==> config.mk <==
export PLATFORM = sky130hd
export DESIGN_NAME = pmid_cell
export DESIGN_NICKNAME = d
export VERILOG_FILES = /design/src/rtl/core/pmid_pkg.sv /design/src/rtl/core/pmid_cell.sv
export SDC_FILE = /design/constraint.sdc
export NUM_CORES = 2
export LEC_CHECK = 0
export BUFFER_PORTS_ARGS = -buffer_cell sky130_fd_sc_hd__clkbuf_2
export CELL_PAD_IN_SITES_DETAIL_PLACEMENT = 0
export CELL_PAD_IN_SITES_GLOBAL_PLACEMENT = 2
export CORE_ASPECT_RATIO = 1.4
export CORE_MARGIN = 4
export CORE_UTILIZATION = 40
export CTS_CLUSTER_SIZE = 25
export DETAILED_ROUTE_END_ITERATION = 12
export PLACE_DENSITY = 0.87
export SLEW_MARGIN = 5
export SYNTH_ARGS = -nofsm -noshare
export SYNTH_HDL_FRONTEND = slang
export SYNTH_SLANG_ARGS = --single-unit
==> constraint.sdc <==
create_clock -name i_clk -period 19.3 [get_ports i_clk]
set_input_delay 2.895 -clock i_clk [delete_from_list [all_inputs] [get_ports i_clk]]
set_output_delay 2.895 -clock i_clk [all_outputs]
set_load 0.005 [all_outputs]
==> src/rtl/core/pmid_pkg.sv <==
package pmid_pkg;

    localparam int COMP_W  = 21;
    localparam int D_W     = 24;
    localparam int SQ_W    = 48;
    localparam int ROOT_W  = 24;
    localparam int IDX_W   = 5;
    localparam int NUM_IMG = 27;

    // Candidate travelling along the row of image cells.
    typedef struct packed {
        logic                   valid;
        logic signed [D_W-1:0]  base_x;
        logic signed [D_W-1:0]  base_y;
        logic signed [D_W-1:0]  base_z;
        logic [SQ_W-1:0]        best_sq;
        logic signed [D_W-1:0]  best_x;
        logic signed [D_W-1:0]  best_y;
        logic signed [D_W-1:0]  best_z;
        logic [IDX_W-1:0]       best_idx;
    } t_cand;

    // Partial square root travelling along the root stages.
    typedef struct packed {
        logic                   valid;
        logic signed [D_W-1:0]  dx;
        logic signed [D_W-1:0]  dy;
        logic signed [D_W-1:0]  dz;
        logic [IDX_W-1:0]       idx;
        logic [SQ_W-1:0]        rem;
        logic [ROOT_W-1:0]      root;
    } t_root;

    // Scales a lattice component by an offset of -1, 0 or +1.
    function automatic logic signed [D_W-1:0] off_mul(input int off,
                                                     input logic [COMP_W-1:0] v);
        logic signed [D_W-1:0] e;
        e = D_W'(signed'(v));
        if (off > 0) begin
            return e;
        end else if (off < 0) begin
            return -e;
        end
        return '0;
    endfunction

endpackage

==> src/rtl/core/pmid_cell.sv <==
module pmid_cell #(
    parameter int K = 0
) (
    input  logic                   i_clk,
    input  logic                   i_rst_n,
    input  logic [62:0]            i_row_a,
    input  logic [62:0]            i_row_b,
    input  logic [62:0]            i_row_c,
    input  pmid_pkg::t_cand        i_cand,
    output pmid_pkg::t_cand        o_cand
);

    localparam int OA = K / 9 - 1;
    localparam int OB = (K / 3) % 3 - 1;
    localparam int OC = K % 3 - 1;

    logic signed [pmid_pkg::D_W-1:0]  img_x, img_y, img_z;
    logic signed [pmid_pkg::D_W-1:0]  d_x, d_y, d_z;
    logic signed [pmid_pkg::SQ_W-1:0] sq_x, sq_y, sq_z;
    logic [pmid_pkg::SQ_W-1:0]        sq;
    pmid_pkg::t_cand                  n_cand;
    pmid_pkg::t_cand                  r_cand;

    assign img_x = pmid_pkg::off_mul(OA, i_row_a[20:0]) + pmid_pkg::off_mul(OB, i_row_b[20:0])
                 + pmid_pkg::off_mul(OC, i_row_c[20:0]);
    assign img_y = pmid_pkg::off_mul(OA, i_row_a[41:21]) + pmid_pkg::off_mul(OB, i_row_b[41:21])
                 + pmid_pkg::off_mul(OC, i_row_c[41:21]);
    assign img_z = pmid_pkg::off_mul(OA, i_row_a[62:42]) + pmid_pkg::off_mul(OB, i_row_b[62:42])
                 + pmid_pkg::off_mul(OC, i_row_c[62:42]);

    // The image offset has no fraction bits, so it adds after rounding.
    assign d_x = i_cand.base_x + img_x;
    assign d_y = i_cand.base_y + img_y;
    assign d_z = i_cand.base_z + img_z;

    assign sq_x = pmid_pkg::SQ_W'(d_x) * pmid_pkg::SQ_W'(d_x);
    assign sq_y = pmid_pkg::SQ_W'(d_y) * pmid_pkg::SQ_W'(d_y);
    assign sq_z = pmid_pkg::SQ_W'(d_z) * pmid_pkg::SQ_W'(d_z);
    assign sq   = pmid_pkg::SQ_W'(sq_x + sq_y + sq_z);

    always_comb begin
        n_cand = i_cand;
        // Strictly shorter only, so the first minimum is kept.
        if (sq < i_cand.best_sq) begin
            n_cand.best_sq  = sq;
            n_cand.best_x   = d_x;
            n_cand.best_y   = d_y;
            n_cand.best_z   = d_z;
            n_cand.best_idx = pmid_pkg::IDX_W'(K);
        end
    end

    always_ff @(posedge i_clk) begin
        if (!i_rst_n) begin
            r_cand <= '0;
        end else begin
            r_cand <= n_cand;
        end
    end

    assign o_cand = r_cand;

endmodule

==> flow_metrics.env <==
export IMPL_grt_max_degree=80
export IMPL_core_area_um2=176000
export IMPL_crit_top_cell="fa_1"
export IMPL_synth_seq_cells=198
export IMPL_clockBufferDepth=2
export IMPL_ys_types=97
export IMPL_antenna_found_initial=12
export IMPL_area_growth_pct=9.59
export IMPL_final_min_clock_period_ns=18.41
export IMPL_crit_type="in -> reg"
export IMPL_cts_root_buf="clkbuf_16"
export IMPL_drtAntennaViolNets=0
export IMPL_async_flop_share_pct=0
export IMPL_drt_pass1_iter_count=5
export IMPL_crit_slowest_cell="fa_1"
export IMPL_multi_input_area_um2=56700
export IMPL_cpPeakStageDelay_ns=0.71
export IMPL_gr_total_overflow=0
export IMPL_fin_tns_setup_ns=0
export IMPL_synth_edf_count=0
export IMPL_start_util_pct=40.3
export IMPL_synthCells=7540
export IMPL_min_path_type="in -> reg"
export IMPL_max_slew_margin_pct=15.9
export IMPL_worstSetupStartpointType="input port"
export IMPL_vias=50756
export IMPL_viasPerCell=4.88
export IMPL_synth_area_per_cell_um2=9.39
export IMPL_finalCritPeriodShare_pct=95.4
export IMPL_tightestPinTransition_ns=1.26
export IMPL_whs_endpoint="o_cand[197]"
export IMPL_io_pins=587
export IMPL_outcome="finished clean"
export IMPL_cts_clk_slew_worst_paths_ns=0.09
export IMPL_htreeDepth=4
export IMPL_drt_wl_total_um=227000
export IMPL_top_layer="met5"
export IMPL_max_freq_mhz=54.3
export IMPL_dp_hpwl_um=203000
export IMPL_die_x_um=364
export IMPL_rows=182
export IMPL_grt_util_all_layers_pct=25.6
export IMPL_grt_pass1_vias=57736
export IMPL_syn_nets=10376
export IMPL_nFillCells=17297
export IMPL_drive_gt1_share_pct=10.6
export IMPL_drv_cap=0
export IMPL_cts_tree="done"
export IMPL_worstPathMaxFanout=62
export IMPL_drc=0
export IMPL_dr_wl_met2_um=108000
export IMPL_yosys_warnings=0
export IMPL_portBuffers=586
export IMPL_crit_arrival_ns=18.86
export IMPL_drt_met1_wl_um=91000
export IMPL_dieArea_um2=184000
export IMPL_yosysSeqAreaShare_pct=5.60
export IMPL_largest_reg_flops=198
export IMPL_required_ns=19.76
export IMPL_cts_made_buffers=17
export IMPL_setup_viol=0
export IMPL_grt_pass1_wl_um=353000
export IMPL_layout_common_cells="2484 x inv_1, 1973 x fa_1, 723 x nand2_1"
export IMPL_clkSinkCount=198
export IMPL_hp_start="i_cand[197]"
export IMPL_regArea_um2=3960
export IMPL_final_common_cell="inv_1"
export IMPL_routedWlPerCell_um=21.9
export IMPL_place_congestion=0.950
export IMPL_wl_met3_um=16700
export IMPL_syn_area_um2=70800
export IMPL_die_h_um=506
export IMPL_hold_depth=2
export IMPL_crit_path_end_kind="flip-flop"
export IMPL_ys_flop_type="dfxtp_1"
export IMPL_drtIter0Drc=3263
export IMPL_finalHoldViolations=0
export IMPL_num_nets_final=10912
export IMPL_maxSlewViolCount=0
export IMPL_grt_setup_unrepaired="no"
-- cell families after synthesis --
| kind of cell | after synthesis | share of synthesized area, % |
|---|---|---|
| buffers and inverters | 2720 | 14.6 |
| adders and majority gates | 2447 | 64.1 |
| and+or+nand+nor | 1537 | 9.18 |
| AOI/OAI and AO/OA | 481 | 4.50 |
| DFF | 198 | 5.60 |
| xor gates and xnor gates | 155 | 1.96 |
| muxes | 2 | 0.0300 |
-- cells in the mapped netlist, drive strengths merged, types with 5 or more instances --
| cell type | count | area (um^2) |
|---|---|---|
| or3 | 9 | 56.3 |
| xnor2 | 117 | 1050 |
| o2111ai | 5 | 43.8 |
| o31ai | 15 | 123 |
| and2 | 59 | 369 |
| a221oi | 6 | 65.1 |
| o311ai | 5 | 51.3 |
| o21ai | 57 | 285 |
| clkbuf | 142 | 534 |
| or4 | 8 | 60.1 |
| ha | 474 | 5930 |
| dfxtp | 198 | 3960 |
| a21o | 56 | 428 |
| xor2 | 38 | 333 |
| a21oi | 191 | 956 |
| a31oi | 13 | 81.3 |
| nand2b | 50 | 313 |
| nand2 | 723 | 2710 |
| a311oi | 6 | 58.8 |
| a21boi | 6 | 45.1 |
| nand4 | 23 | 144 |
| o211ai | 11 | 87.6 |
| a211o | 8 | 71.3 |
| inv | 2499 | 9380 |
| a211oi | 15 | 118 |
| buf | 63 | 330 |
| o31a | 5 | 43.8 |
| nor2b | 18 | 113 |
| and3 | 18 | 119 |
| fa | 1973 | 39500 |
| clkinv | 15 | 56.3 |
| nor3 | 34 | 181 |
| a31o | 6 | 52.6 |
| o21bai | 12 | 90.1 |
| nand3 | 29 | 150 |
| o21a | 29 | 218 |
| or2 | 22 | 138 |
| nand4b | 5 | 43.8 |
| nor2 | 525 | 1990 |
-- per-layer routing --
layer  vias up  GRT usage (%)
li1      22387              -
met1     25915           33.2
met2      2018           43.0
met3       430           4.14
met4         6           10.2
met5         -              0
-- cell type report --
cell class,count,area share (%)
Clock buffer,18,0.566
Timing Repair Buffer,723,5.17
Antenna cell,4,0.0129
Clock inverter,14,0.222
Tap cell,2300,3.71
Multi-Input combinational cell,4622,73.0
Sequential cell,198,5.11
Inverter,2514,12.2
-- what timing repair did --
item,4_1_cts,5_1_grt
hold buffers,0,0
resized for setup,0,1
buffers inserted,0,0
endpoints found under the hold margin,0,0
endpoints found under the setup margin,0,33
-- worst max-delay path by stage --
stage,start,endpoint
after global routing,i_row_a[45],o_cand[10]
after detailed placement,i_row_a[45],o_cand[43]
after CTS,i_row_a[45],o_cand[10]
final,i_row_a[45],o_cand[10]
after floorplan,i_row_a[45],o_cand[119]
after global placement,i_row_a[45],o_cand[19]
-- worst max-delay path, delay by kind of cell --
kind	cells	cell delay (ns)
XOR/XNOR	2	0.54
AO/OA/AOI/OAI	11	3.55
AND/OR/NAND/NOR	11	2.80
adder cells (fa/ha/maj)	15	7.45
buffers and inverters	9	1.46
-- stage by stage --
step           hold WS (ns)  instance area [um^2]  util, %  setup WS, ns  std cells
5_1_grt                2.52                 77600     44.1         0.191      10389
4_1_cts                2.51                 77600     44.1         0.517      10389
2_1_floorplan          3.02                 70800        -          3.10       7540
6_report               2.55                 77600     44.2         0.894      10393
3_3_place_gp           3.10                 77000     43.8        0.0642      10357
3_5_place_dp           3.10                 77000     43.8      0.000636      10357
Power is not shown: default switching activity piles up to over one toggle a cycle in this logic, so the estimate is an artifact.
