--- src/rtl/core/pmid_pkg.sv ---
package pmid_pkg;

    localparam int COMP_W  = 21;
    localparam int D_W     = 24;
    localparam int SQ_W    = 48;
    localparam int ROOT_W  = 24;
    localparam int IDX_W   = 5;
    localparam int NUM_IMG = 27;

    // Candidate travelling along the row of image cells.
    typedef struct packed {
        logic                   valid;
        logic signed [D_W-1:0]  base_x;
        logic signed [D_W-1:0]  base_y;
        logic signed [D_W-1:0]  base_z;
        logic [SQ_W-1:0]        best_sq;
        logic signed [D_W-1:0]  best_x;
        logic signed [D_W-1:0]  best_y;
        logic signed [D_W-1:0]  best_z;
        logic [IDX_W-1:0]       best_idx;
    } t_cand;

    // Partial square root travelling along the root stages.
    typedef struct packed {
        logic                   valid;
        logic signed [D_W-1:0]  dx;
        logic signed [D_W-1:0]  dy;
        logic signed [D_W-1:0]  dz;
        logic [IDX_W-1:0]       idx;
        logic [SQ_W-1:0]        rem;
        logic [ROOT_W-1:0]      root;
    } t_root;

    // Scales a lattice component by an offset of -1, 0 or +1.
    function automatic logic signed [D_W-1:0] off_mul(input int off,
                                                     input logic [COMP_W-1:0] v);
        logic signed [D_W-1:0] e;
        e = D_W'(signed'(v));
        if (off > 0) begin
            return e;
        end else if (off < 0) begin
            return -e;
        end
        return '0;
    endfunction

endpackage

--- src/rtl/core/pmid_sqrt_step.sv ---
module pmid_sqrt_step #(
    parameter int B = 0
) (
    input  logic             i_clk,
    input  logic             i_rst_n,
    input  pmid_pkg::t_root  i_root,
    output pmid_pkg::t_root  o_root
);

    logic [pmid_pkg::SQ_W:0] trial;
    pmid_pkg::t_root         n_root;
    pmid_pkg::t_root         r_root;

    // (q + 2^B)^2 - q^2, with q holding only bits above B.
    assign trial = ((pmid_pkg::SQ_W+1)'(i_root.root) << (B + 1))
                 + ((pmid_pkg::SQ_W+1)'(1) << (2 * B));

    always_comb begin
        n_root = i_root;
        if ({1'b0, i_root.rem} >= trial) begin
            n_root.rem  = pmid_pkg::SQ_W'({1'b0, i_root.rem} - trial);
            n_root.root = i_root.root | (pmid_pkg::ROOT_W'(1) << B);
        end
    end

    always_ff @(posedge i_clk) begin
        if (!i_rst_n) begin
            r_root <= '0;
        end else begin
            r_root <= n_root;
        end
    end

    assign o_root = r_root;

endmodule
--- config.mk ---
export PLATFORM = sky130hd
export DESIGN_NAME = pmid_sqrt_step
export DESIGN_NICKNAME = d
export VERILOG_FILES = /design/src/rtl/core/pmid_pkg.sv /design/src/rtl/core/pmid_sqrt_step.sv
export SDC_FILE = /design/constraint.sdc
export NUM_CORES = 1
export LEC_CHECK = 0
export ABC_AREA = 1
export BUFFER_PORTS_ARGS = -buffer_cell sky130_fd_sc_hd__buf_2
export CORE_AREA = 2 2 164 166
export CTS_CLUSTER_SIZE = 12
export DETAILED_ROUTE_END_ITERATION = 10
export DIE_AREA = 0 0 166 168
export GPL_TIMING_DRIVEN = 0
export HOLD_SLACK_MARGIN = 0.15
export PLACE_DENSITY = 0.51
export SLEW_MARGIN = 20
export SYNTH_ARGS = -nofsm -noshare
export SYNTH_HDL_FRONTEND = slang
export SYNTH_SLANG_ARGS = --single-unit
--- constraint.sdc ---
create_clock -name i_clk -period 1.9 [get_ports i_clk]
set_input_delay 0.19 -clock i_clk [delete_from_list [all_inputs] [get_ports i_clk]]
set_output_delay 0.19 -clock i_clk [all_outputs]
set_load 0.01 [all_outputs]
==> summary.md, run 1 <==
| Metric | Value |
|---|---|
| 1st-pass router iterations | 5 |
| Area grow syn2layout | 54.2% |
| Avg WL per Cell | 14.3 µm |
| CTS tree | yes |
| Total Routed Length | 29400 µm |
| Crit end category | register |
| Arrival time worst endpoint | 2160 ps |
| Total Routing Usage GR | 20.8% |
| Clock power share | 39.2% |
| Clock Tree Buf Depth | 2 |
| Status | completed |
| TritonCTS Buffers | 17 |
| Core Footprint | 26400 µm² |
| Syn Inst Count | 1241 |
| Synthesized area | 7760 µm² |
| PortBufs | 300 |
| Max-cap viol count | 0 |
| Avg Vias per Cell | 4.23 |
| # setup viols final | 0 |
| Yosys Warn Count | 0 |
| Slew @ Worst Pin | 621 ps |
| Combinational fraction of design power | 22.3% |
| LEAKAGE | 0.00706 µW |
| Max reg flops | 150 |
| Synthesized net count | 1419 |
| Worst slack, placed | -495 ps |
| Clk sink count | 150 |
| Detailed Route Iter0 Violations | 485 |
| Die area | 27900 µm² |
| Pwr/cell area | 739 nW/µm² |
| Half-perimeter wire length after placement | 22800 µm |
| Fin nets | 1887 |
| Relative slew slack | 58.6% |
| Chip width | 166 µm |
| Fin cells | 2064 |
| Mean Syn Cell Area | 6.25 µm² |
| Crit path max fanout | 10 |
| Total gr overflow | 0 |
| Starting Density | 29.4% |
| # fillers | 2773 |
| CP Launch Type | input port |
| Unrepaired setup endpoints after global routing | yes |
| Seq/Total Area, Yosys | 38.7% |
| Slew Viols, Final | 0 |
| Vias | 8722 |
| Critical Path RT | 2210 ps |
| #FFs+latches synth | 150 |
| Sequential power share | 38.5% |
| Final Cell Area | 12000 µm² |
| Int Power | 6080 µW |
| Vias in the first global route | 8685 |
| Sw frac | 31.2% |
| Gpl congestion | 0.944 |
| Final worst path period share | 97.5% |
| Initial antenna violation count | 4 |
| Net Sw Power | 2760 µW |
| First-pass GRT wire length | 45500 µm |
| DR DRC count | 0 |
| Largest net degree at the start of global routing | 17 |
| Worst Setup Path Type | input port to register |
| I/O pin count | 302 |
| Row cnt | 60 |
| Clock transition at the registers of the reported paths | 70 ps |
| DP Cell Count | 1882 |
| Die height | 168 µm |
| H-tree Lvls | 4 |
| Hold slack | 157 ps |
| Final Core Density | 45.4% |
| Final Hold Viols | 0 |
| Area of placed instances | 9690 µm² |
| Share of layout cells above drive strength 1 | 24.3% |
| Post-detailed-route count of antenna-violating nets | 0 |
| Max Fclk | 0.540 GHz |
| Post-synthesis cell type count | 28 |
| Tmin final | 1850 ps |
| Final setup margin | 47.9 ps |
| Root Buffer | clkbuf_16 |
| Peak VDD IR | 0.534 mV |
| Hold WC Path Type | input port to register |
## logic make-up (layout without fill, tap and decap cells)
logic type	Yosys count	count (layout)	share of synthesized area, %
other cells	0	1	0
simple gates	720	720	37.8
flops	150	150	38.7
xor+xnor	20	20	2.26
fa+ha+maj	26	26	4.29
compound gates	31	31	2.21
buf+inv	294	775	14.7
## critical path: stages
cell and delay, ps:
buf_8 70, clkinvlp_4 170, fa_2 450, nand3_2 110
nand3_4 120, nand2_4 100, nand2_4 60, nand2_2 80
nand3_2 70, nand2_2 100, nand3_4 120, buf_12 180
buf_6 150, nor2_1 110, nor2_2 50
## path summary, 6_finish.rpt
| check | end | slack, ps | from | cells past startpoint |
|---|---|---|---|---|
| max | o_root[33]$_SDFF_PN0_ | 50 | i_root[0] | 15 |
| min | o_root[62]$_SDFF_PN0_ | 160 | i_root[62] | 5 |
## timing repair
| action | CTS | global route |
|---|---|---|
| hold buffers | 139 | 0 |
| resized for setup | 2 | 36 |
| setup buffers | 0 | 8 |
| gates cloned | 0 | 2 |
| endpoints found under the setup margin | 1 | 48 |
| hold endpoints to repair | 139 | 0 |
| pin swaps | 1 | 10 |
## layer usage
| metal | track usage, % | routed length, µm |
|---|---|---|
| met5 | 0 | 40 |
| met4 | 7.07 | 675 |
| met3 | 4.35 | 1620 |
| met2 | 37.4 | 14600 |
| met1 | 24.7 | 12500 |
## power groups by stage
stage	registers [µW]	logic, µW	clock network (µW)
2_1_floorplan	3600	834	0
3_3_place_gp	3470	1660	0
3_5_place_dp	3480	1660	0
4_1_cts	3410	1900	3580
5_1_grt	3420	2200	3730
6_report	3400	1970	3470
## stage by stage
stage               setup TNS [ps]  total power, µW
finish                           0             8840
CTS                              0             8890
detailed placement          -18740             5140
global placement            -17780             5140
global route                 -1050             9350
floorplan                        0             4430
## layout make-up
cell class | count | area, µm² | share of cell area (%)
multi-input cells | 797 | 3770 | 31.5
repair buffers | 449 | 3010 | 25.2
flip-flops and latches | 150 | 3000 | 25.1
inverters | 271 | 1020 | 8.53
clock buffers | 18 | 429 | 3.59
well taps | 341 | 427 | 3.57
clock inverters | 14 | 158 | 1.32
plain buffers | 23 | 141 | 1.18
diodes | 1 | 2.50 | 0.0209
## synthesized netlist by cell type
library cell / number / share of area (%)
a21o_1: 1 / 0.097
a21oi_1: 14 / 0.90
a21oi_2: 3 / 0.34
and2_1: 1 / 0.081
buf_2: 2 / 0.13
buf_6: 5 / 0.73
clkbuf_1: 16 / 0.77
clkinv_1: 1 / 0.048
dfxtp_1: 150 / 39
fa_1: 1 / 0.26
ha_1: 25 / 4.0
inv_1: 260 / 13
inv_2: 10 / 0.48
nand2_1: 457 / 22
nand2_2: 6 / 0.48
nand3_1: 55 / 3.5
nand3_2: 3 / 0.39
nand3b_1: 6 / 0.58
nand4_1: 15 / 1.2
nor2_1: 149 / 7.2
nor2_2: 20 / 1.6
nor2_4: 1 / 0.15
nor3_1: 7 / 0.45
o21ai_0: 11 / 0.71
o21ai_1: 1 / 0.064
o21bai_1: 1 / 0.097
xnor2_1: 15 / 1.7
xor2_1: 5 / 0.56
## cell usage in the layout (no fill, tap or decap), types with 12 or more instances in the layout
cell type      count
nand2_1          449
buf_2            300
inv_1            259
dfxtp_1          150
nor2_1           142
dlygate4sd3_1    139
nand3_1           52
nor2_2            27
ha_1              19
clkbuf_16         19
clkbuf_1          17
nand4_1           15
xnor2_1           15
a21oi_1           13
nand2_2           12
(Power assumes the default switching activity.)
==> inputs of run 2 (changes only) <==
Settings changed: CORE_AREA 2 2 164 166 to 2 2 135 137, DIE_AREA 0 0 166 168 to 0 0 137 139, PLACE_DENSITY 0.51 to 0.72.
==> summary.md, run 2 (synthesis results as in run 1) <==
| Metric | Value |
|---|---|
| Worst Setup Path Type | input port to register (unchanged) |
| Clk sink count | 150 (unchanged) |
| Starting Density | 43.9% (was 29.4%) |
| Total Routed Length | 29600 µm (was 29400 µm) |
| Arrival time worst endpoint | 2200 ps (was 2160 ps) |
| Crit path max fanout | 6 (was 10) |
| CTS tree | yes (unchanged) |
| Die area | 19000 µm² (was 27900 µm²) |
| Status | completed (unchanged) |
| Largest net degree at the start of global routing | 17 (unchanged) |
| Gpl congestion | 0.991 (was 0.944) |
| Fin nets | 1886 (was 1887) |
| Met3 usage | 7.68% (was 4.35%) |
| CP peak stage delay | 450 ps (about the same) |
| Detailed Route Iter0 Violations | 498 (was 485) |
| Most Crowded Layer GR | met2 (unchanged) |
| Max-cap viol count | 0 (unchanged) |
| DR DRC count | 0 (unchanged) |
| Area of the multi-input gates | 3730 µm² (was 3770 µm²) |
| Reg area | 3000 µm² (unchanged) |
| Final Cell Area | 11800 µm² (was 12000 µm²) |
| Pwr/cell area | 735 nW/µm² (was 739 nW/µm²) |
| Total gr overflow | 0 (unchanged) |
| 1st-pass router iterations | 5 (unchanged) |
| Final setup margin | 69.4 ps (was 47.9 ps) |
| Slew @ Worst Pin | 614 ps (was 621 ps) |
| Area grow syn2layout | 51.5% (was 54.2%) |
| Final Core Density | 66.6% (was 45.4%) |
| Critical Path RT | 2270 ps (was 2210 ps) |
| Clock transition at the registers of the reported paths | 70 ps (about the same) |
| Root Buffer | clkbuf_16 (unchanged) |
| First-pass GRT wire length | 45000 µm (was 45500 µm) |
| PortBufs | 300 (unchanged) |
| Share of layout cells above drive strength 1 | 23.9% (was 24.3%) |
| M2 GR Usage | 53.4% (was 37.4%) |
| Half-perimeter wire length after placement | 20900 µm (was 22800 µm) |
| Hold WC Path Type | input port to register (unchanged) |
| Core Footprint | 17700 µm² (was 26400 µm²) |
| Peak VDD IR | 0.607 mV (was 0.534 mV) |
| LEAKAGE | 0.00704 µW (was 0.00706 µW) |
| I/O pin count | 302 (unchanged) |
| Initial antenna violation count | 4 (unchanged) |
| Row cnt | 49 (was 60) |
| H-tree Lvls | 4 (unchanged) |
| Total Routing Usage GR | 30.7% (was 20.8%) |
| Final worst path period share | 96.3% (was 97.5%) |
| Area of placed instances | 9550 µm² (was 9690 µm²) |
| Vias in the first global route | 8884 (was 8685) |
| Max Fclk | 0.546 GHz (was 0.540 GHz) |
| Met1 GRT Util | 34.0% (was 24.7%) |
| Slowest cell on the critical path | fa_2 (unchanged) |
| Final Hold Viols | 0 (unchanged) |
| Post-detailed-route count of antenna-violating nets | 0 (unchanged) |
| Vias | 9031 (was 8722) |
| Slew Viols, Final | 0 (unchanged) |
| Setup TNS Final | 0 ps (unchanged) |
| Max reg flops | 150 (unchanged) |
| # fillers | 1526 (was 2773) |
| Crit-path most repeated cell | nand2_2 |
| TritonCTS Buffers | 17 (unchanged) |
| Worst slack, placed | -430 ps (was -495 ps) |
| Most frequent cells in the layout | nand2_1 (445), buf_2 (300), inv_1 (259) (was nand2_1 (449), buf_2 (300), inv_1 (259)) |
| Crit path cell chain | buf_2 -> clkinvlp_4 -> fa_2 -> nand3_2 -> nand3_4 -> nand2_4 -> nand2_4 -> nand2_2 -> nand3_2 -> nand2_2 -> nand3_4 -> buf_12 -> buf_8 -> nand2_2 -> nand2_2 -> nor2_2 (was buf_8 -> clkinvlp_4 -> fa_2 -> nand3_2 -> nand3_4 -> nand2_4 -> nand2_4 -> nand2_2 -> nand3_2 -> nand2_2 -> nand3_4 -> buf_12 -> buf_6 -> nor2_1 -> nor2_2) |
| Relative slew slack | 59.1% (was 58.6%) |
| Unrepaired setup endpoints after global routing | yes (unchanged) |
| Crit end category | register (unchanged) |
| CP Launch Type | input port (unchanged) |
| # setup viols final | 0 (unchanged) |
| Clock Tree Buf Depth | 2 (unchanged) |
| Most common cell after layout, fill and taps aside | nand2_1 (unchanged) |
| Avg Vias per Cell | 4.62 (was 4.23) |
| Chip width | 137 µm (was 166 µm) |
| Tmin final | 1830 ps (was 1850 ps) |
| Avg WL per Cell | 15.2 µm (was 14.3 µm) |
| Die height | 139 µm (was 168 µm) |
run 2: cell types whose count changed in the layout (fill, tap and decap cells not counted), sizes merged:
cell / previous run / this run
clkinv: 4 / 5
bufinv: 1 / 0
buf: 315 / 314
diode: 1 / 3
run 2: where the power goes:
part | internal (µW) | switching, µW | leakage, µW
clock network | 1730 | 1510 | 0.000274
registers | 3360 | 53.8 | 0.00125
logic | 836 | 1140 | 0.00551
total | 5930 | 2710 | 0.00704
run 2: worst paths after layout:
kind,from,end,cells after the start
hold / removal,i_root[53],o_root[53]$_SDFF_PN0_,6
setup / recovery,i_root[0],o_root[33]$_SDFF_PN0_,16
run 2: repair_timing:
item / CTS / global route
setup endpoints to repair: 0 / 48
hold endpoints to repair: 139 / 1
buffers inserted: 0 / 8
gates resized for setup: 0 / 35
hold buffers: 138 / 1
run 2: cell type report:
type / count / share of cell area (%)
antenna: 3 / 0.0639
buffer: 23 / 1.23
clock buffer: 18 / 3.65
clock inverter: 14 / 1.12
inverter: 271 / 8.70
multi-input combinational: 797 / 31.8
sequential: 150 / 25.5
tap: 229 / 2.44
timing repair buffer: 448 / 25.5
run 2: per-layer routing:
| metal | routed length, µm | up-vias | share of wire (%) |
|---|---|---|---|
| met5 | 16 | - | 0.054 |
| met2 | 14300 | 357 | 48 |
| met3 | 2480 | 94 | 8.4 |
| met4 | 1530 | 2 | 5.2 |
| li1 | - | 4567 | - |
| met1 | 11300 | 4011 | 38 |
run 2: metrics by stage:
step           total power [µW]  std cells  hold slack (ps)
2_1_floorplan              4430       1241              283
4_1_cts                    8570       1940             85.1
3_3_place_gp               5090       1770              371
6_report                   8640       1953              159
3_5_place_dp               5110       1770              374
5_1_grt                    9030       1953              168
run 2: worst max-delay path, delay by kind of cell:
family	cells	cell delay, ps
buffers and inverters	4	590
AND/OR/NAND/NOR	11	960
adder cells (fa/ha/maj)	1	450
==> inputs of run 3 (changes only) <==
Settings changed: CORE_AREA 2 2 135 137 to 2 2 129 131, DIE_AREA 0 0 137 139 to 0 0 131 133, PLACE_DENSITY 0.72 to 0.76, SKIP_CTS_REPAIR_TIMING from default to 1.
Clock period 1.9 ns to 2 ns, I/O delays scaled along.
==> summary.md, run 3 (synthesis results as in run 1) <==
| Metric | Value |
|---|---|
| Status | completed (unchanged) |
| Hold WC Path Type | input port to register (unchanged) |
| WHS Endpoint | o_root[68]$_SDFF_PN0_ (was o_root[53]$_SDFF_PN0_) |
| Most common cell after layout, fill and taps aside | nand2_1 (unchanged) |
| Crit end category | register (unchanged) |
| 1st-pass router iterations | 5 (unchanged) |
| Area of placed instances | 9540 µm² (was 9550 µm²) |
| Arrival time worst endpoint | 2240 ps (was 2200 ps) |
| CP Launch Type | input port (unchanged) |
| Share of layout cells above drive strength 1 | 22.9% (was 23.9%) |
| Max reg flops | 150 (unchanged) |
| Avg Vias per Cell | 4.73 (was 4.62) |
| Most Crowded Layer GR | met2 (unchanged) |
| Die height | 133 µm (was 139 µm) |
| Most frequent cells in the layout | nand2_1 (457), buf_2 (302), inv_1 (259) (was nand2_1 (445), buf_2 (300), inv_1 (259)) |
| Final Cell Area | 11500 µm² (was 11800 µm²) |
| Starting Density | 48.0% (was 43.9%) |
| TritonCTS Buffers | 17 (unchanged) |
| Max Fclk | 0.520 GHz |
| Unrepaired setup endpoints after global routing | no (was yes) |
| I/O pin count | 302 (unchanged) |
| Detailed Route Iter0 Violations | 662 (was 498) |
| First-pass GRT wire length | 37900 µm (was 45000 µm) |
| Peak VDD IR | 0.563 mV (was 0.607 mV) |
| Met3 usage | 6.43% (was 7.68%) |
| CTS tree | yes (unchanged) |
| Max-cap viol count | 0 (unchanged) |
| Tmin final | 1920 ps |
| Avg WL per Cell | 15.1 µm (was 15.2 µm) |
| Row cnt | 47 (was 49) |
| Critical Path RT | 2320 ps (was 2270 ps) |
| Die area | 17400 µm² (was 19000 µm²) |
| Root Buffer | clkbuf_16 (unchanged) |
| LEAKAGE | 0.00695 µW (was 0.00704 µW) |
| Fin nets | 1874 (was 1886) |
| Chip width | 131 µm (was 137 µm) |
| Vias in the first global route | 7726 (was 8884) |
| Setup TNS Final | 0 ps (unchanged) |
| Clk sink count | 150 (unchanged) |
| M2 GR Usage | 49.6% (was 53.4%) |
| # setup viols final | 0 (unchanged) |
| Crit path max fanout | 4 (was 6) |
| Worst Setup Path Type | input port to register (unchanged) |
| Total Routing Usage GR | 28.2% (was 30.7%) |
| Area grow syn2layout | 48.2% (was 51.5%) |
| Worst Hold Launch | i_root[68] (was i_root[53]) |
| Total Routed Length | 29200 µm (was 29600 µm) |
| Final worst path period share | 96.1% |
| Initial antenna violation count | 1 (was 4) |
| Gpl congestion | 0.990 (was 0.991) |
| Final Hold Viols | 0 (unchanged) |
| Slew @ Worst Pin | 618 ps (was 614 ps) |
| PortBufs | 300 (unchanged) |
| Hold Path Cell Cnt | 5 (was 6) |
| Post-detailed-route count of antenna-violating nets | 0 (unchanged) |
| Pwr/cell area | 722 nW/µm² (was 735 nW/µm²) |
| Half-perimeter wire length after placement | 20300 µm (was 20900 µm) |
| Clock transition at the registers of the reported paths | 70 ps (about the same) |
| Clock Tree Buf Depth | 2 (unchanged) |
| Relative slew slack | 58.8% (was 59.1%) |
| Met1 GRT Util | 31.9% (was 34.0%) |
| DR DRC count | 0 (unchanged) |
| Total gr overflow | 0 (unchanged) |
| Vias | 9136 (was 9031) |
| Slew Viols, Final | 0 (unchanged) |
| Core Footprint | 16200 µm² (was 17700 µm²) |
| H-tree Lvls | 4 (unchanged) |
| Largest net degree at the start of global routing | 17 (unchanged) |
-- run 3: cell type report --
class,instances,area [µm²]
multi-input cells,797,3630
fillers,1325,4670
clock inverters,14,156
inverters,271,1020
well taps,220,275
diodes,1,2.50
plain buffers,23,130
flip-flops and latches,150,3000
clock buffers,18,429
repair buffers,436,2850
-- run 3: layer usage --
metal,up-vias,share of wire (%)
met5,-,0.051
met4,2,4.4
met3,95,7.4
met2,376,50
met1,4125,38
li1,4538,-
-- run 3: worst max-delay path by stage --
| stage | to | startpoint | slack [ps] | depth (start not counted) |
|---|---|---|---|---|
| detailed placement | o_root[48]$_SDFF_PN0_ | i_root[0] | -440 | 15 |
| floorplan | o_root[33]$_SDFF_PN0_ | i_root[0] | 80 | 14 |
| global placement | o_root[48]$_SDFF_PN0_ | i_root[0] | -420 | 15 |
| finish | o_root[44]$_SDFF_PN0_ | i_root[0] | 80 | 16 |
| CTS | o_root[48]$_SDFF_PN0_ | i_root[0] | -5 | 15 |
| global route | o_root[63]$_SDFF_PN0_ | i_root[0] | 20 | 15 |
-- run 3: where the power goes --
group          total, µW  switching, µW  internal, µW  leakage (µW)
combinational       1830           1070           758       0.00542
sequential          3240           47.6          3190       0.00125
clock               3230           1460          1780      0.000283
-- run 3: through the flow --
step	std cells	power (µW)	setup WS [ps]	hold WS [ps]	utilization (%)
after floorplan	1241	4210	79.9	293	-
after CTS	1793	8020	-5.02	-61.6	62.6
after global placement	1761	4820	-423	379	59.0
after detailed placement	1761	4840	-444	383	59.0
final	1930	8300	78.0	121	71.1
after global routing	1929	8640	20.1	156	71.1
-- run 3: worst max-delay path: stages --
cell,delay (ps)
buf_2,110
clkinvlp_4,170
fa_2,440
nand3_1,120
nand3_2,110
nand2_1,100
nand2_2,60
buf_4,150
nand2_1,50
nand2_1,170
nand2_1,200
nand2_1,70
nand2_1,60
nand2_1,50
nor2_1,110
nor2_1,60
